$ cat src/hdl/i2cram_pkg.sv
// i2cram_pkg: shared constants for the I2C register access master.
// Widths, request codes, default burst limit, APB map, resets.
// No dependencies.
package i2cram_pkg;

  localparam int BYTE_W      = 8;
  localparam int REQ_W       = 2;
  localparam int BURST_LEN_W = 9;
  localparam int MAX_BURST_DEF = 256;

  // APB register map
  localparam int PADDR_W = 3;
  localparam int PDATA_W = 32;
  localparam logic REG_DEV_ADDR    = 1'b0;
  localparam logic REG_ACK_TIMEOUT = 1'b1;

  localparam logic [BYTE_W-1:0] DEV_ADDR_RST    = 8'd230;
  localparam logic [BYTE_W-1:0] ACK_TIMEOUT_RST = 8'd250;

  // Command codes
  localparam logic [REQ_W-1:0] REQ_WRITE = 2'd0;
  localparam logic [REQ_W-1:0] REQ_READ  = 2'd1;
  localparam logic [REQ_W-1:0] REQ_BURST = 2'd2;
  localparam logic [REQ_W-1:0] REQ_WAKE  = 2'd3;

endpackage

$ cat src/hdl/i2cram_ifs.sv
// i2cram_ifs: valid/ready channel interfaces for tick requests and results.
// Depends on i2cram_pkg for field widths.
interface i2cram_req_if
  import i2cram_pkg::*;
  ();
  logic                   valid;
  logic                   ready;
  logic                   start_cmd;
  logic [REQ_W-1:0]       req_type;
  logic [BYTE_W-1:0]      reg_addr;
  logic [BYTE_W-1:0]      wr_data;
  logic [BURST_LEN_W-1:0] burst_len;
  logic                   sda_in;

  modport source (output valid, start_cmd, req_type, reg_addr, wr_data, burst_len, sda_in,
                  input ready);
  modport sink   (input valid, start_cmd, req_type, reg_addr, wr_data, burst_len, sda_in,
                  output ready);
endinterface

interface i2cram_res_if
  import i2cram_pkg::*;
  ();
  logic              valid;
  logic              ready;
  logic              scl_out;
  logic              sda_out;
  logic              sda_drive;
  logic              busy_res;
  logic              read_valid;
  logic [BYTE_W-1:0] read_byte;
  logic              last_byte;
  logic              cmd_done;
  logic              nack_error;

  modport source (output valid, scl_out, sda_out, sda_drive, busy_res, read_valid, read_byte,
                  last_byte, cmd_done, nack_error, input ready);
  modport sink   (input valid, scl_out, sda_out, sda_drive, busy_res, read_valid, read_byte,
                  last_byte, cmd_done, nack_error, output ready);
endinterface

$ cat src/hdl/i2c_register_access_master_top.sv
// i2c_register_access_master_top: I2C register write / read / burst read / wake engine.
// Depends on i2cram_pkg and the channel interfaces in i2cram_ifs.sv.
//
//   channel   dir  handshake         payload
//   req_ch    in   valid/ready       start_cmd req_type reg_addr wr_data burst_len sda_in
//   res_ch    out  valid/ready       scl_out sda_out sda_drive busy_res read_valid
//                                    read_byte last_byte cmd_done nack_error
//   apb       in   psel/penable      paddr pwdata pwrite -> prdata, pready tied high
//
// Every request transfer is one bus tick and yields exactly one result transfer.
// The sequencer step is combinational into the result register, so a tick is accepted
// every cycle unless stalled; the result register frees in the same cycle it is taken.
// A stalled result holds the sequencer: req_ch.ready = !res_ch.valid | res_ch.ready.
// rst (synchronous) returns the sequencer to idle and loads register defaults
// (address 230, timeout 250); no result is pending after reset.
module i2c_register_access_master_top
  import i2cram_pkg::*;
#(
  parameter int MAX_BURST = MAX_BURST_DEF
) (
  input  logic                clk,
  input  logic                rst,
  i2cram_req_if.sink          req_ch,
  i2cram_res_if.source        res_ch,
  input  logic                psel,
  input  logic                penable,
  input  logic                pwrite,
  input  logic [PADDR_W-1:0]  paddr,
  input  logic [PDATA_W-1:0]  pwdata,
  output logic [PDATA_W-1:0]  prdata,
  output logic                pready
);

  localparam int BLW  = $clog2(MAX_BURST + 1);
  localparam int CMPW = (BLW > BURST_LEN_W) ? BLW : BURST_LEN_W;

  typedef enum logic [3:0] {
    PH_IDLE   = 4'd0,
    PH_START1 = 4'd1,
    PH_ADDR_W = 4'd2,
    PH_ACK1   = 4'd3,
    PH_REG    = 4'd4,
    PH_ACK2   = 4'd5,
    PH_DATA   = 4'd6,
    PH_ACK3   = 4'd7,
    PH_START2 = 4'd8,
    PH_ADDR_R = 4'd9,
    PH_ACK4   = 4'd10,
    PH_READ   = 4'd11,
    PH_MACK   = 4'd12,
    PH_STOP   = 4'd13
  } phase_t;

  typedef struct packed {
    logic              scl_out;
    logic              sda_out;
    logic              sda_drive;
    logic              busy_res;
    logic              read_valid;
    logic [BYTE_W-1:0] read_byte;
    logic              last_byte;
    logic              cmd_done;
    logic              nack_error;
  } res_t;

  // ---------------------------------------------------------------- config
  logic [BYTE_W-1:0] device_write_address;
  logic [BYTE_W-1:0] ack_timeout;
  logic              cfg_wr;

  assign pready = 1'b1;
  assign cfg_wr = psel & penable & pwrite & pready;
  // word decode on paddr[2]; low address bits are ignored
  assign prdata = (paddr[2] == REG_ACK_TIMEOUT) ? PDATA_W'(ack_timeout)
                                               : PDATA_W'(device_write_address);

  always_ff @(posedge clk) begin
    if (rst) begin
      device_write_address <= DEV_ADDR_RST;
      ack_timeout          <= ACK_TIMEOUT_RST;
    end else if (cfg_wr) begin
      if (paddr[2] == REG_DEV_ADDR) begin
        device_write_address <= pwdata[BYTE_W-1:0];
      end else begin
        ack_timeout <= pwdata[BYTE_W-1:0];
      end
    end
  end

  // ---------------------------------------------------------------- sequencer state
  phase_t            phase, phase_next;
  logic [3:0]        bit_index, bit_index_next;
  logic [BYTE_W-1:0] shift_byte, shift_byte_next;
  logic [BLW-1:0]    bytes_left, bytes_left_next;
  logic [BYTE_W-1:0] ack_wait_count, ack_wait_count_next;
  logic [REQ_W-1:0]  latched_command, latched_command_next;
  logic [BYTE_W-1:0] latched_register, latched_register_next;
  logic [BYTE_W-1:0] latched_data, latched_data_next;
  logic              error_flag, error_flag_next;

  res_t res_next, res_q;
  logic res_valid;
  logic req_fire;

  assign req_ch.ready = ~res_valid | res_ch.ready;
  assign req_fire     = req_ch.valid & req_ch.ready;

  // helpers
  logic [1:0]        idx;
  logic [1:0]        stop_idx;
  logic [BYTE_W-1:0] shift_in;
  logic [CMPW-1:0]   bl_ext;
  logic [CMPW-1:0]   max_ext;

  assign bl_ext   = CMPW'(req_ch.burst_len);
  assign max_ext  = CMPW'(MAX_BURST);
  assign idx      = bit_index[1:0];
  assign stop_idx = (bit_index > 4'd2) ? 2'd2 : bit_index[1:0];
  assign shift_in = {shift_byte[BYTE_W-2:0], req_ch.sda_in};

  always_comb begin
    phase_next            = phase;
    bit_index_next        = bit_index;
    shift_byte_next       = shift_byte;
    bytes_left_next       = bytes_left;
    ack_wait_count_next   = ack_wait_count;
    latched_command_next  = latched_command;
    latched_register_next = latched_register;
    latched_data_next     = latched_data;
    error_flag_next       = error_flag;

    res_next            = '0;
    res_next.scl_out    = 1'b1;
    res_next.sda_out    = 1'b1;
    res_next.sda_drive  = 1'b1;
    res_next.busy_res   = 1'b1;

    case (phase)
      PH_IDLE: begin
        res_next.busy_res = 1'b0;
        if (req_ch.start_cmd) begin
          latched_command_next  = req_ch.req_type;
          latched_register_next = req_ch.reg_addr;
          latched_data_next     = req_ch.wr_data;
          error_flag_next       = 1'b0;
          if (req_ch.req_type == REQ_BURST) begin
            bytes_left_next = (bl_ext > max_ext) ? BLW'(max_ext) : BLW'(bl_ext);
          end else if (req_ch.req_type == REQ_READ) begin
            bytes_left_next = BLW'(1);
          end else begin
            bytes_left_next = '0;
          end
          // command tick doubles as the (1,1) start slot
          phase_next        = PH_START1;
          bit_index_next    = 4'd2;
          res_next.busy_res = 1'b1;
        end
      end
      PH_START1, PH_START2: begin
        res_next.scl_out = (idx == 2'd1) || (idx == 2'd2);
        res_next.sda_out = (idx == 2'd0) || (idx == 2'd1);
        if (idx == 2'd3) begin
          bit_index_next = '0;
          if (phase == PH_START1) begin
            phase_next      = PH_ADDR_W;
            shift_byte_next = device_write_address;
          end else begin
            phase_next      = PH_ADDR_R;
            shift_byte_next = device_write_address | BYTE_W'(1);
          end
        end else begin
          bit_index_next = {2'b00, idx + 2'd1};
        end
      end
      PH_ADDR_W, PH_REG, PH_DATA, PH_ADDR_R: begin
        res_next.scl_out = bit_index[0];
        res_next.sda_out = shift_byte[BYTE_W-1];
        if (bit_index[0]) begin
          shift_byte_next = {shift_byte[BYTE_W-2:0], 1'b0};
        end
        if (bit_index == 4'd15) begin
          bit_index_next      = '0;
          ack_wait_count_next = '0;
          case (phase)
            PH_ADDR_W: phase_next = (latched_command == REQ_WAKE) ? PH_STOP : PH_ACK1;
            PH_REG:    phase_next = PH_ACK2;
            PH_DATA:   phase_next = PH_ACK3;
            default:   phase_next = PH_ACK4;
          endcase
        end else begin
          bit_index_next = bit_index + 4'd1;
        end
      end
      PH_ACK1, PH_ACK2, PH_ACK3, PH_ACK4: begin
        res_next.sda_drive = 1'b0;
        if (bit_index == 4'd0) begin
          res_next.scl_out = 1'b0;
          bit_index_next   = 4'd1;
        end else if (req_ch.sda_in && (ack_wait_count < ack_timeout)) begin
          ack_wait_count_next = ack_wait_count + BYTE_W'(1);
        end else begin
          bit_index_next = '0;
          case (phase)
            PH_ACK1: begin
              if (!req_ch.sda_in) begin
                phase_next      = PH_REG;
                shift_byte_next = latched_register;
              end else begin
                error_flag_next = 1'b1;
                phase_next      = PH_STOP;
              end
            end
            PH_ACK2: begin
              if (latched_command == REQ_WRITE) begin
                phase_next      = PH_DATA;
                shift_byte_next = latched_data;
              end else begin
                phase_next = PH_START2;
              end
            end
            PH_ACK4: begin
              if (bytes_left != '0) begin
                phase_next      = PH_READ;
                shift_byte_next = '0;
              end else begin
                phase_next = PH_STOP;
              end
            end
            default: phase_next = PH_STOP;
          endcase
        end
      end
      PH_READ: begin
        res_next.sda_drive = 1'b0;
        res_next.scl_out   = bit_index[0];
        if (bit_index[0]) begin
          shift_byte_next = shift_in;
        end
        if (bit_index == 4'd15) begin
          res_next.read_valid = 1'b1;
          res_next.read_byte  = shift_in;
          res_next.last_byte  = (bytes_left <= BLW'(1));
          if (bytes_left != '0) begin
            bytes_left_next = bytes_left - BLW'(1);
          end
          phase_next     = PH_MACK;
          bit_index_next = '0;
        end else begin
          bit_index_next = bit_index + 4'd1;
        end
      end
      PH_MACK: begin
        // ACK while bytes remain, NACK on the last one
        res_next.scl_out = bit_index[0];
        res_next.sda_out = (bytes_left == '0);
        if (bit_index != 4'd0) begin
          bit_index_next = '0;
          if (bytes_left != '0) begin
            phase_next      = PH_READ;
            shift_byte_next = '0;
          end else begin
            phase_next = PH_STOP;
          end
        end else begin
          bit_index_next = 4'd1;
        end
      end
      PH_STOP: begin
        res_next.scl_out = (stop_idx != 2'd0);
        res_next.sda_out = (stop_idx == 2'd2);
        if (stop_idx == 2'd2) begin
          res_next.cmd_done   = 1'b1;
          res_next.nack_error = error_flag;
          // failed single read reports a zero byte
          if (error_flag && (latched_command == REQ_READ)) begin
            res_next.read_valid = 1'b1;
            res_next.last_byte  = 1'b1;
          end
          phase_next     = PH_IDLE;
          bit_index_next = '0;
        end else begin
          bit_index_next = {2'b00, stop_idx + 2'd1};
        end
      end
      default: begin
        res_next.busy_res = 1'b0;
        phase_next        = PH_IDLE;
        bit_index_next    = '0;
      end
    endcase
  end

  always_ff @(posedge clk) begin
    if (rst) begin
      phase            <= PH_IDLE;
      bit_index        <= '0;
      shift_byte       <= '0;
      bytes_left       <= '0;
      ack_wait_count   <= '0;
      latched_command  <= '0;
      latched_register <= '0;
      latched_data     <= '0;
      error_flag       <= 1'b0;
      res_valid        <= 1'b0;
    end else begin
      if (req_fire) begin
        phase            <= phase_next;
        bit_index        <= bit_index_next;
        shift_byte       <= shift_byte_next;
        bytes_left       <= bytes_left_next;
        ack_wait_count   <= ack_wait_count_next;
        latched_command  <= latched_command_next;
        latched_register <= latched_register_next;
        latched_data     <= latched_data_next;
        error_flag       <= error_flag_next;
        res_valid        <= 1'b1;
      end else if (res_ch.ready) begin
        res_valid <= 1'b0;
      end
    end
  end

  // result payload, no reset needed
  always_ff @(posedge clk) begin
    if (req_fire) begin
      res_q <= res_next;
    end
  end

  assign res_ch.valid      = res_valid;
  assign res_ch.scl_out    = res_q.scl_out;
  assign res_ch.sda_out    = res_q.sda_out;
  assign res_ch.sda_drive  = res_q.sda_drive;
  assign res_ch.busy_res   = res_q.busy_res;
  assign res_ch.read_valid = res_q.read_valid;
  assign res_ch.read_byte  = res_q.read_byte;
  assign res_ch.last_byte  = res_q.last_byte;
  assign res_ch.cmd_done   = res_q.cmd_done;
  assign res_ch.nack_error = res_q.nack_error;

`ifndef SYNTHESIS
  a_nack_with_done: assert property (@(posedge clk) disable iff (rst)
    res_ch.valid && res_ch.nack_error |-> res_ch.cmd_done)
    else $error("nack_error without cmd_done");

  a_read_fields_clean: assert property (@(posedge clk) disable iff (rst)
    res_ch.valid && !res_ch.read_valid |-> (res_ch.read_byte == '0) && !res_ch.last_byte)
    else $error("read fields set without read_valid");

  a_idle_tick_not_busy: assert property (@(posedge clk) disable iff (rst)
    req_fire && (phase == PH_IDLE) && !req_ch.start_cmd |=> !res_ch.busy_res)
    else $error("idle tick reported busy");

  a_ack_bit_index: assert property (@(posedge clk) disable iff (rst)
    (phase == PH_ACK1 || phase == PH_ACK2 || phase == PH_ACK3 || phase == PH_ACK4)
      |-> (bit_index <= 4'd1))
    else $error("acknowledge slot counter out of range");

  a_burst_bound: assert property (@(posedge clk) disable iff (rst)
    bytes_left <= BLW'(MAX_BURST))
    else $error("bytes_left above burst limit");
`endif

endmodule
$ cat src/flat_wrapper.sv
// flat-port wrapper written by rule: the top's interface ports become plain ports
module i2c_register_access_master_top_flat import i2cram_pkg::*;
#(
  parameter int MAX_BURST = MAX_BURST_DEF
)
  (clk, rst, psel, penable, pwrite, paddr, pwdata, prdata, pready, req_ch_valid, req_ch_start_cmd, req_ch_req_type, req_ch_reg_addr, req_ch_wr_data, req_ch_burst_len, req_ch_sda_in, req_ch_ready, res_ch_valid, res_ch_scl_out, res_ch_sda_out, res_ch_sda_drive, res_ch_busy_res, res_ch_read_valid, res_ch_read_byte, res_ch_last_byte, res_ch_cmd_done, res_ch_nack_error, res_ch_ready);
  i2cram_req_if req_ch_i ();
  i2cram_res_if res_ch_i ();
  input  logic clk;
  input  logic rst;
  input  logic psel;
  input  logic penable;
  input  logic pwrite;
  input  logic [PADDR_W-1:0] paddr;
  input  logic [PDATA_W-1:0] pwdata;
  output logic [PDATA_W-1:0] prdata;
  output logic pready;
  input wire logic [$bits(req_ch_i.valid)-1:0] req_ch_valid;
  input wire logic [$bits(req_ch_i.start_cmd)-1:0] req_ch_start_cmd;
  input wire logic [$bits(req_ch_i.req_type)-1:0] req_ch_req_type;
  input wire logic [$bits(req_ch_i.reg_addr)-1:0] req_ch_reg_addr;
  input wire logic [$bits(req_ch_i.wr_data)-1:0] req_ch_wr_data;
  input wire logic [$bits(req_ch_i.burst_len)-1:0] req_ch_burst_len;
  input wire logic [$bits(req_ch_i.sda_in)-1:0] req_ch_sda_in;
  output wire logic [$bits(req_ch_i.ready)-1:0] req_ch_ready;
  output wire logic [$bits(res_ch_i.valid)-1:0] res_ch_valid;
  output wire logic [$bits(res_ch_i.scl_out)-1:0] res_ch_scl_out;
  output wire logic [$bits(res_ch_i.sda_out)-1:0] res_ch_sda_out;
  output wire logic [$bits(res_ch_i.sda_drive)-1:0] res_ch_sda_drive;
  output wire logic [$bits(res_ch_i.busy_res)-1:0] res_ch_busy_res;
  output wire logic [$bits(res_ch_i.read_valid)-1:0] res_ch_read_valid;
  output wire logic [$bits(res_ch_i.read_byte)-1:0] res_ch_read_byte;
  output wire logic [$bits(res_ch_i.last_byte)-1:0] res_ch_last_byte;
  output wire logic [$bits(res_ch_i.cmd_done)-1:0] res_ch_cmd_done;
  output wire logic [$bits(res_ch_i.nack_error)-1:0] res_ch_nack_error;
  input wire logic [$bits(res_ch_i.ready)-1:0] res_ch_ready;
  assign req_ch_i.valid = req_ch_valid;
  assign req_ch_i.start_cmd = req_ch_start_cmd;
  assign req_ch_i.req_type = req_ch_req_type;
  assign req_ch_i.reg_addr = req_ch_reg_addr;
  assign req_ch_i.wr_data = req_ch_wr_data;
  assign req_ch_i.burst_len = req_ch_burst_len;
  assign req_ch_i.sda_in = req_ch_sda_in;
  assign req_ch_ready = req_ch_i.ready;
  assign res_ch_valid = res_ch_i.valid;
  assign res_ch_scl_out = res_ch_i.scl_out;
  assign res_ch_sda_out = res_ch_i.sda_out;
  assign res_ch_sda_drive = res_ch_i.sda_drive;
  assign res_ch_busy_res = res_ch_i.busy_res;
  assign res_ch_read_valid = res_ch_i.read_valid;
  assign res_ch_read_byte = res_ch_i.read_byte;
  assign res_ch_last_byte = res_ch_i.last_byte;
  assign res_ch_cmd_done = res_ch_i.cmd_done;
  assign res_ch_nack_error = res_ch_i.nack_error;
  assign res_ch_i.ready = res_ch_ready;
  i2c_register_access_master_top #(.MAX_BURST(MAX_BURST)) u_core (.clk(clk), .rst(rst), .req_ch(req_ch_i), .res_ch(res_ch_i), .psel(psel), .penable(penable), .pwrite(pwrite), .paddr(paddr), .pwdata(pwdata), .prdata(prdata), .pready(pready));
endmodule
$ cat config.mk
export PLATFORM = sky130hd
export DESIGN_NAME = i2c_register_access_master_top_flat
export DESIGN_NICKNAME = d
export VERILOG_FILES = /design/src/hdl/i2cram_pkg.sv /design/src/hdl/i2cram_ifs.sv /design/src/hdl/i2c_register_access_master_top.sv /design/src/flat_wrapper.sv
export SDC_FILE = /design/constraint.sdc
export NUM_CORES = 1
export LEC_CHECK = 0
export BUFFER_PORTS_ARGS = -buffer_cell sky130_fd_sc_hd__buf_2
export CAP_MARGIN = 20
export CORE_AREA = 8 8 122 124
export DETAILED_ROUTE_END_ITERATION = 10
export DIE_AREA = 0 0 130 132
export GPL_TIMING_DRIVEN = 0
export PLACE_DENSITY = 0.57
export SLEW_MARGIN = 20
export SYNTH_ARGS = -nofsm -noshare
export SYNTH_HDL_FRONTEND = slang
export SYNTH_SLANG_ARGS = --single-unit
$ cat constraint.sdc
create_clock -name clk -period 4.1 [get_ports clk]
set_clock_uncertainty 0.1 [all_clocks]
set_input_delay 0.205 -clock clk [delete_from_list [all_inputs] [get_ports clk]]
set_output_delay 0.205 -clock clk [all_outputs]
set_load 0.02 [all_outputs]
### Word level (Yosys, flattened, before mapping)

Index checks and enable logic that the tools add are counted.

| operators by class | value |
|---|---|
| add/sub/neg operators | 5 |
| $lt $le $gt $ge | 4 |
| equal/unequal tests | 40 |
| mux-type cells | 69 |
| bitwise operators | 6 |
| reduce and logical (&&, ||, !) cells | 35 |

Operator list:

| kind | number |
|---|---|
| 8-bit two-way mux | 13 |
| 4-bit two-way mux | 16 |
| 9-bit two-way mux | 5 |
| 8-bit case mux with 5 select lines | 1 |
| 4-bit == test (second input constant) | 7 |
| 4-bit case mux with 7 select lines | 1 |
| 4-bit case mux with 3 select lines | 2 |
| 4-bit case mux with 6 select lines | 1 |
| 8-bit case mux with 3 select lines | 1 |
| 2-bit by 1-bit inequality test with 1-bit output (second input constant) | 10 |
| 9-bit case mux with 2 select lines | 1 |
| 4-bit by 3-bit == test with 1-bit output (second input constant) | 4 |
| 8-bit case mux with 2 select lines | 1 |
| 1-bit two-way mux | 15 |
| 13-bit OR reduction | 1 |
| 11-bit AND reduction | 1 |
| 2-bit == test (second input constant) | 5 |
| 10-bit two-way mux | 1 |
| 5-bit AND reduction | 2 |
| 2-bit nonzero test | 5 |
| 5-bit OR reduction | 2 |
| 9-bit greater-than comparator (second input constant) | 1 |
| 9-bit by 1-bit less-or-equal comparator with 1-bit output (second input constant) | 1 |
| 9-bit zero test | 1 |
| other kinds (34) | 61 |

| storage, ports and cells | value |
|---|---|
| bits in registers | 85 |
| bits of input ports | 71 |
| output and inout bits | 51 |
| logic and storage cells | 180 |

### Logic depth before layout (Yosys ltp)

| logic depth | value |
|---|---|
| depth in word-level cells | 6 |
| gate-level depth with buffers | 9 |
| depth with buffers taken out | 8 |

### Least setup slack after synthesis

No wires, ideal clock.

| timing | value |
|---|---|
| path kind | register -> register |
| start point | reg u_core.ack_wait_count[2] |
| end point | reg u_core.ack_wait_count[5] |
| setup time | 0.070 ns |
| data arrival time | 2.227 ns |
| data required time | 3.930 ns |
| slack | 1.703 ns |
| cell stages (with the launch flop) | 8 |
| buffers on the path | 0 |
| path through | dfxtp_1 > ha_1 > or4_4 > a21oi_2 > o31ai_2 > a211o_4 > or4_1 > a21oi_1 |

| on the way | value |
|---|---|
| longest elaborated chain between the ends | 4 |

Ends and longest elaborated chain:

| what | line | source |
|---|---|---|
| from (decl) | i2c_register_access_master_top.sv:95 | `logic [BYTE_W-1:0] ack_wait_count, ack_wait_count_next;` |
| from (signal assigned) | i2c_register_access_master_top.sv:311 | `ack_wait_count <= ack_wait_count_next;` |
| 8-bit by 1-bit adder with 8-bit output or 8-bit < comparator (tied branches) | i2c_register_access_master_top.sv:200, i2c_register_access_master_top.sv:199 |  |
| 8-bit two-way mux or 1-bit logical AND (tied branches) | i2c_register_access_master_top.sv:199 | `end else if (req_ch.sda_in && (ack_wait_count < ack_timeout)) begin` |
| 8-bit two-way mux or 2-bit by 1-bit inequality test with 1-bit output (tied branches) | - |  |
| 8-bit case mux with 2 select lines or 5-bit AND reduction (tied branches) | - |  |

Several ways; a longest one is shown, not always the timed one. The select of a mux whose other input is x is not followed.
A chain may end at the register's enable or synchronous reset.

### Final worst setup path

| timing | value |
|---|---|
| start point | in req_ch_valid |
| end point | reg u_core.shift_byte[2] |

| on the way | value |
|---|---|
| longest elaborated chain between the ends | 2 |

Ends and longest elaborated chain:

| what | line | source |
|---|---|---|
| from (decl) | flat_wrapper.sv:18 | `input wire logic [$bits(req_ch_i.valid)-1:0] req_ch_valid;` |
| 1-bit bitwise AND | i2c_register_access_master_top.sv:106 | `assign req_fire = req_ch.valid & req_ch.ready;` |
| net u_core.req_fire | i2c_register_access_master_top.sv:103 | `logic req_fire;` |
| 11-bit AND reduction (no line) | - |  |
| to (signal assigned) | i2c_register_access_master_top.sv:309 | `shift_byte <= shift_byte_next;` |
| to (decl) | i2c_register_access_master_top.sv:93 | `logic [BYTE_W-1:0] shift_byte, shift_byte_next;` |

The timed path passes the listed nets, and every way through them passes these cells.

==> flow_summary.yaml <==
worst_setup_path:
  r2r_slack_ns: 1.21
  rr_endpoint: "u_core.bytes_left[8]$_SDFFE_PP0P_"
  crit_arrival_ns: 3.13
  slowest_delay_ns: 0.66
  crit_buf_inv: 3
  cp_max_fo: 19
  cp-start-kind: "input port"
  path_depth: 8
  crit_chain: "dlygate4sd3_1, buf_2, nand2_1, inv_1, nand3b_1, a21oi_1, a31oi_1, o2bb2ai_1"
  slowest_stage: "a31oi_1"
  cp-endpoint: "u_core.shift_byte[2]$_SDFFE_PP0P_"
  r2r-start: "u_core.bit_index[0]$_SDFFE_PP0P_"
  critPathKind: "in2reg"
  crit_required_ns: 4.27
  cp-end-kind: "flop"
  cpLargestDelayFamily: "buffers and inverters"
  worstRegToRegCells: 7
  startpoint: "req_ch_valid"
synthesis:
  synth-compound-area-share_pct: 25.0
  ys_ff_latch: 85
  seq_area_frac_synth_pct: 37.0
  yosysTopAreaCellShare_pct: 27.4
  synth_edf_count: 16
  syn_area_per_cell_um2: 8.82
  synth_top_family_by_area: "compound AO/OA/AOI/OAI gates"
  synthAdderAreaFrac_pct: 3.93
  yosysWarnings: 0
  synth_cells: 571
  ys_types: 69
  syn_area_mm2: 0.00504
  synthFlopType: "dfxtp_1"
  async_flop_share_pct: 0
  synth-xor-area-share_pct: 0.870
  synth_most_common_cell: "nor2_1"
  synth_mux_area_share_pct: 8.17
  ys_top_cells_by_count: "71 x nor2_1, 69 x dfxtp_1, 31 x a21oi_1, 31 x mux2i_1, 26 x buf_4"
  synthSimpleGateAreaFrac_pct: 16.5
  yosys.area.top_type: "dfxtp_1"
  yosys-top-cells-area: "dfxtp_1 27%, edfxtp_1 9.5%, mux2i_1 6.2%"
routing:
  avgRoutedWirePerCell_um: 17.7
  drt_iter0_drc: 413
  drc_errors: 0
  drtPass1Iterations: 5
  num_vias: 4785
  viasPerCell: 5.46
  drtAntennaViolNets: 0
  wirelength_mm: 15.5
power_and_ir_drop:
  p_int_mw: 1.99
  p_leak_nw: 2.48
  switching_share_pct: 40.9
  power_density_mw_per_mm2: 543
  pwr-share-comb_pct: 44.9
  vdd_drop_max_mv: 0.268
  power_frac_seq_pct: 31.4
  p_sw_mw: 1.37
  clockPowerShare_pct: 23.7
finish:
  fin_util_pct: 47.6
  syn2layout_area_growth_pct: 22.8
  multi_input_area_mm2: 0.00284
  nets: 781
  filler_cell_count: 1290
  layout-drive-gt1-share_pct: 19.3
  antenna_cells: 0
  seq_area_mm2: 0.00186
sta:
  timing_hold_violations_final: 0
  fmax_mhz: 337
  fin_setup_tns_ns: 0
  timing.final.crit_share_pct: 72.3
  max_slew_margin_pct: 28.0
  finalMaxSlewViolations: 0
  setup_viol: 0
  tightest_slew_ns: 1.08
  rsz0062_at_grt: "no"
  min_period_ns: 2.97
floorplan:
  row_count: 42
  die_h_um: 132
  dieArea_mm2: 0.0172
  io_pins: 122
  fp.coreArea_mm2: 0.0130
  initial_core_util_pct: 38.8
  die_x_um: 130
clock_network:
  cts_setup_buffers: 0
  cts_tree: "done"
  path_clk_slew_ns: 0.06
  clkSinkCount: 85
  clock_latency_ns: 0.35
  cts-htree-levels: 3
  clockBufferDepth: 2
  cts_buffers: 9
  root_buffer: "clkbuf_16"
job:
  cap_violations: 0
global_route:
  grt_first_pass_wirelength_mm: 24.6
  track_usage_pct: 18.2
  first_global_vias: 4670
  grt_max_degree: 20
  grt_overflow: 0
  antenna_found_initial: 0
hold_path:
  worstHoldPathType: "in2reg"
placement:
  gp_congestion: 0.908
  port_buffers: 69
  hpwl_mm: 11.5
run_status:
  outcome: "finished, final reports clean"
## power groups by stage
stage	Sequential, mW	Combinational (mW)	Clock [mW]
after detailed placement	1.07	1.46	0
after global routing	1.07	1.64	0.848
after floorplan	1.07	1.06	0
final	1.06	1.51	0.795
after global placement	1.07	1.46	0
after CTS	1.05	1.48	0.819
## worst reg2reg max path: stages, from the launching register on
cell and delay, ns:
dfxtp_1 0.50, ha_1 0.32, nand3_1 0.31, a41o_1 0.34
a2111oi_4 0.58, o21ai_0 0.29, o21ai_0 0.22, a21oi_1 0.08
## repair_timing
item                       4_1_cts  5_1_grt
hold buffers                    21        0
hold endpoints to repair        25        0
setup endpoints to repair        0        0
gates resized for setup          0        0
## flip-flops by register name, summed over array words and instances, names as in the netlist
register	flops
u_core.phase	4
u_core.res_ch.scl_out	1
u_core.res_ch.read_valid	1
u_core.res_ch.sda_drive	1
u_core.res_ch.sda_out	1
u_core.latched_command	2
u_core.res_ch.read_byte	8
u_core.res_ch.cmd_done	1
u_core.res_ch.valid	1
u_core.res_ch.nack_error	1
u_core.bit_index	4
u_core.bytes_left	9
u_core.shift_byte	8
u_core.latched_data	8
u_core.latched_register	8
u_core.res_ch.last_byte	1
u_core.ack_timeout	8
u_core.ack_wait_count	8
u_core.error_flag	1
u_core.device_write_address	8
u_core.res_ch.busy_res	1
## metal layers
layer / wire [um] / vias up / GRT usage, %
li1: - / 2320 / -
met1: 7070 / 2241 / 23.7
met2: 6990 / 197 / 28.4
met3: 999 / 27 / 3.72
met4: 436 / 0 / 7.68
met5: 0 / - / 0
## placed cells by master, fill, tap and decap left out, types with 12 or more instances in the layout
master and count:
a211o_1 13, mux2i_1 31, edfxtp_1 16, inv_1 24
dlygate4sd3_1 21, buf_2 79, a211oi_1 12, a22o_1 12
clkbuf_1 21, a21oi_1 31, buf_4 26, dfxtp_1 69
and3_1 14, o21ai_0 21, nand2_1 24, conb_1 25
ha_1 15, nor2_1 71
## final cells by class
class / count / area share, %
plain buffers: 60 / 5.42
well taps: 176 / 3.56
repair buffers: 90 / 8.99
inverters: 24 / 1.46
clock buffers: 10 / 3.70
flip-flops and latches: 85 / 30.1
clock inverters: 6 / 0.870
multi-input cells: 425 / 45.9
## per-stage QoR
step	area [um2]	setup WS, ns	cells	total power, mW	hold slack [ns]
finish	6180	1.13	876	3.36	0.00781
global route	6180	0.989	876	3.55	0.0288
CTS	6180	1.21	876	3.36	0.00434
detailed placement	5690	1.24	839	2.53	0.332
global placement	5690	1.24	839	2.52	0.330
floorplan	5120	1.70	594	2.13	0.223
## cells by family (layout without fill, tap and decap cells)
logic type | count (synthesis) | count (layout)
other | 2 | 25
adders and majority gates | 16 | 16
and+or+nand+nor | 170 | 170
xor gates and xnor gates | 5 | 5
muxes | 40 | 40
DFF | 85 | 85
buffers and inverters | 84 | 190
AOI/OAI and AO/OA | 169 | 169
## worst min path at each step
stage                  startpoint                                       to  slack (ns)  cells after the start
2_1_floorplan           pwdata[1]       u_core.ack_timeout[1]$_SDFFE_PP1P_        0.22                      1
3_3_place_gp            pwdata[4]       u_core.ack_timeout[4]$_SDFFE_PP1P_        0.33                      2
3_5_place_dp            pwdata[6]       u_core.ack_timeout[6]$_SDFFE_PP1P_        0.33                      2
4_1_cts        req_ch_reg_addr[7]  u_core.latched_register[7]$_SDFFE_PP0P_       0.004                      3
5_1_grt                 pwdata[0]       u_core.ack_timeout[0]$_SDFFE_PP0P_        0.03                      3
6_report       req_ch_reg_addr[7]  u_core.latched_register[7]$_SDFFE_PP0P_       0.008                      3
(Power assumes the default switching activity.)
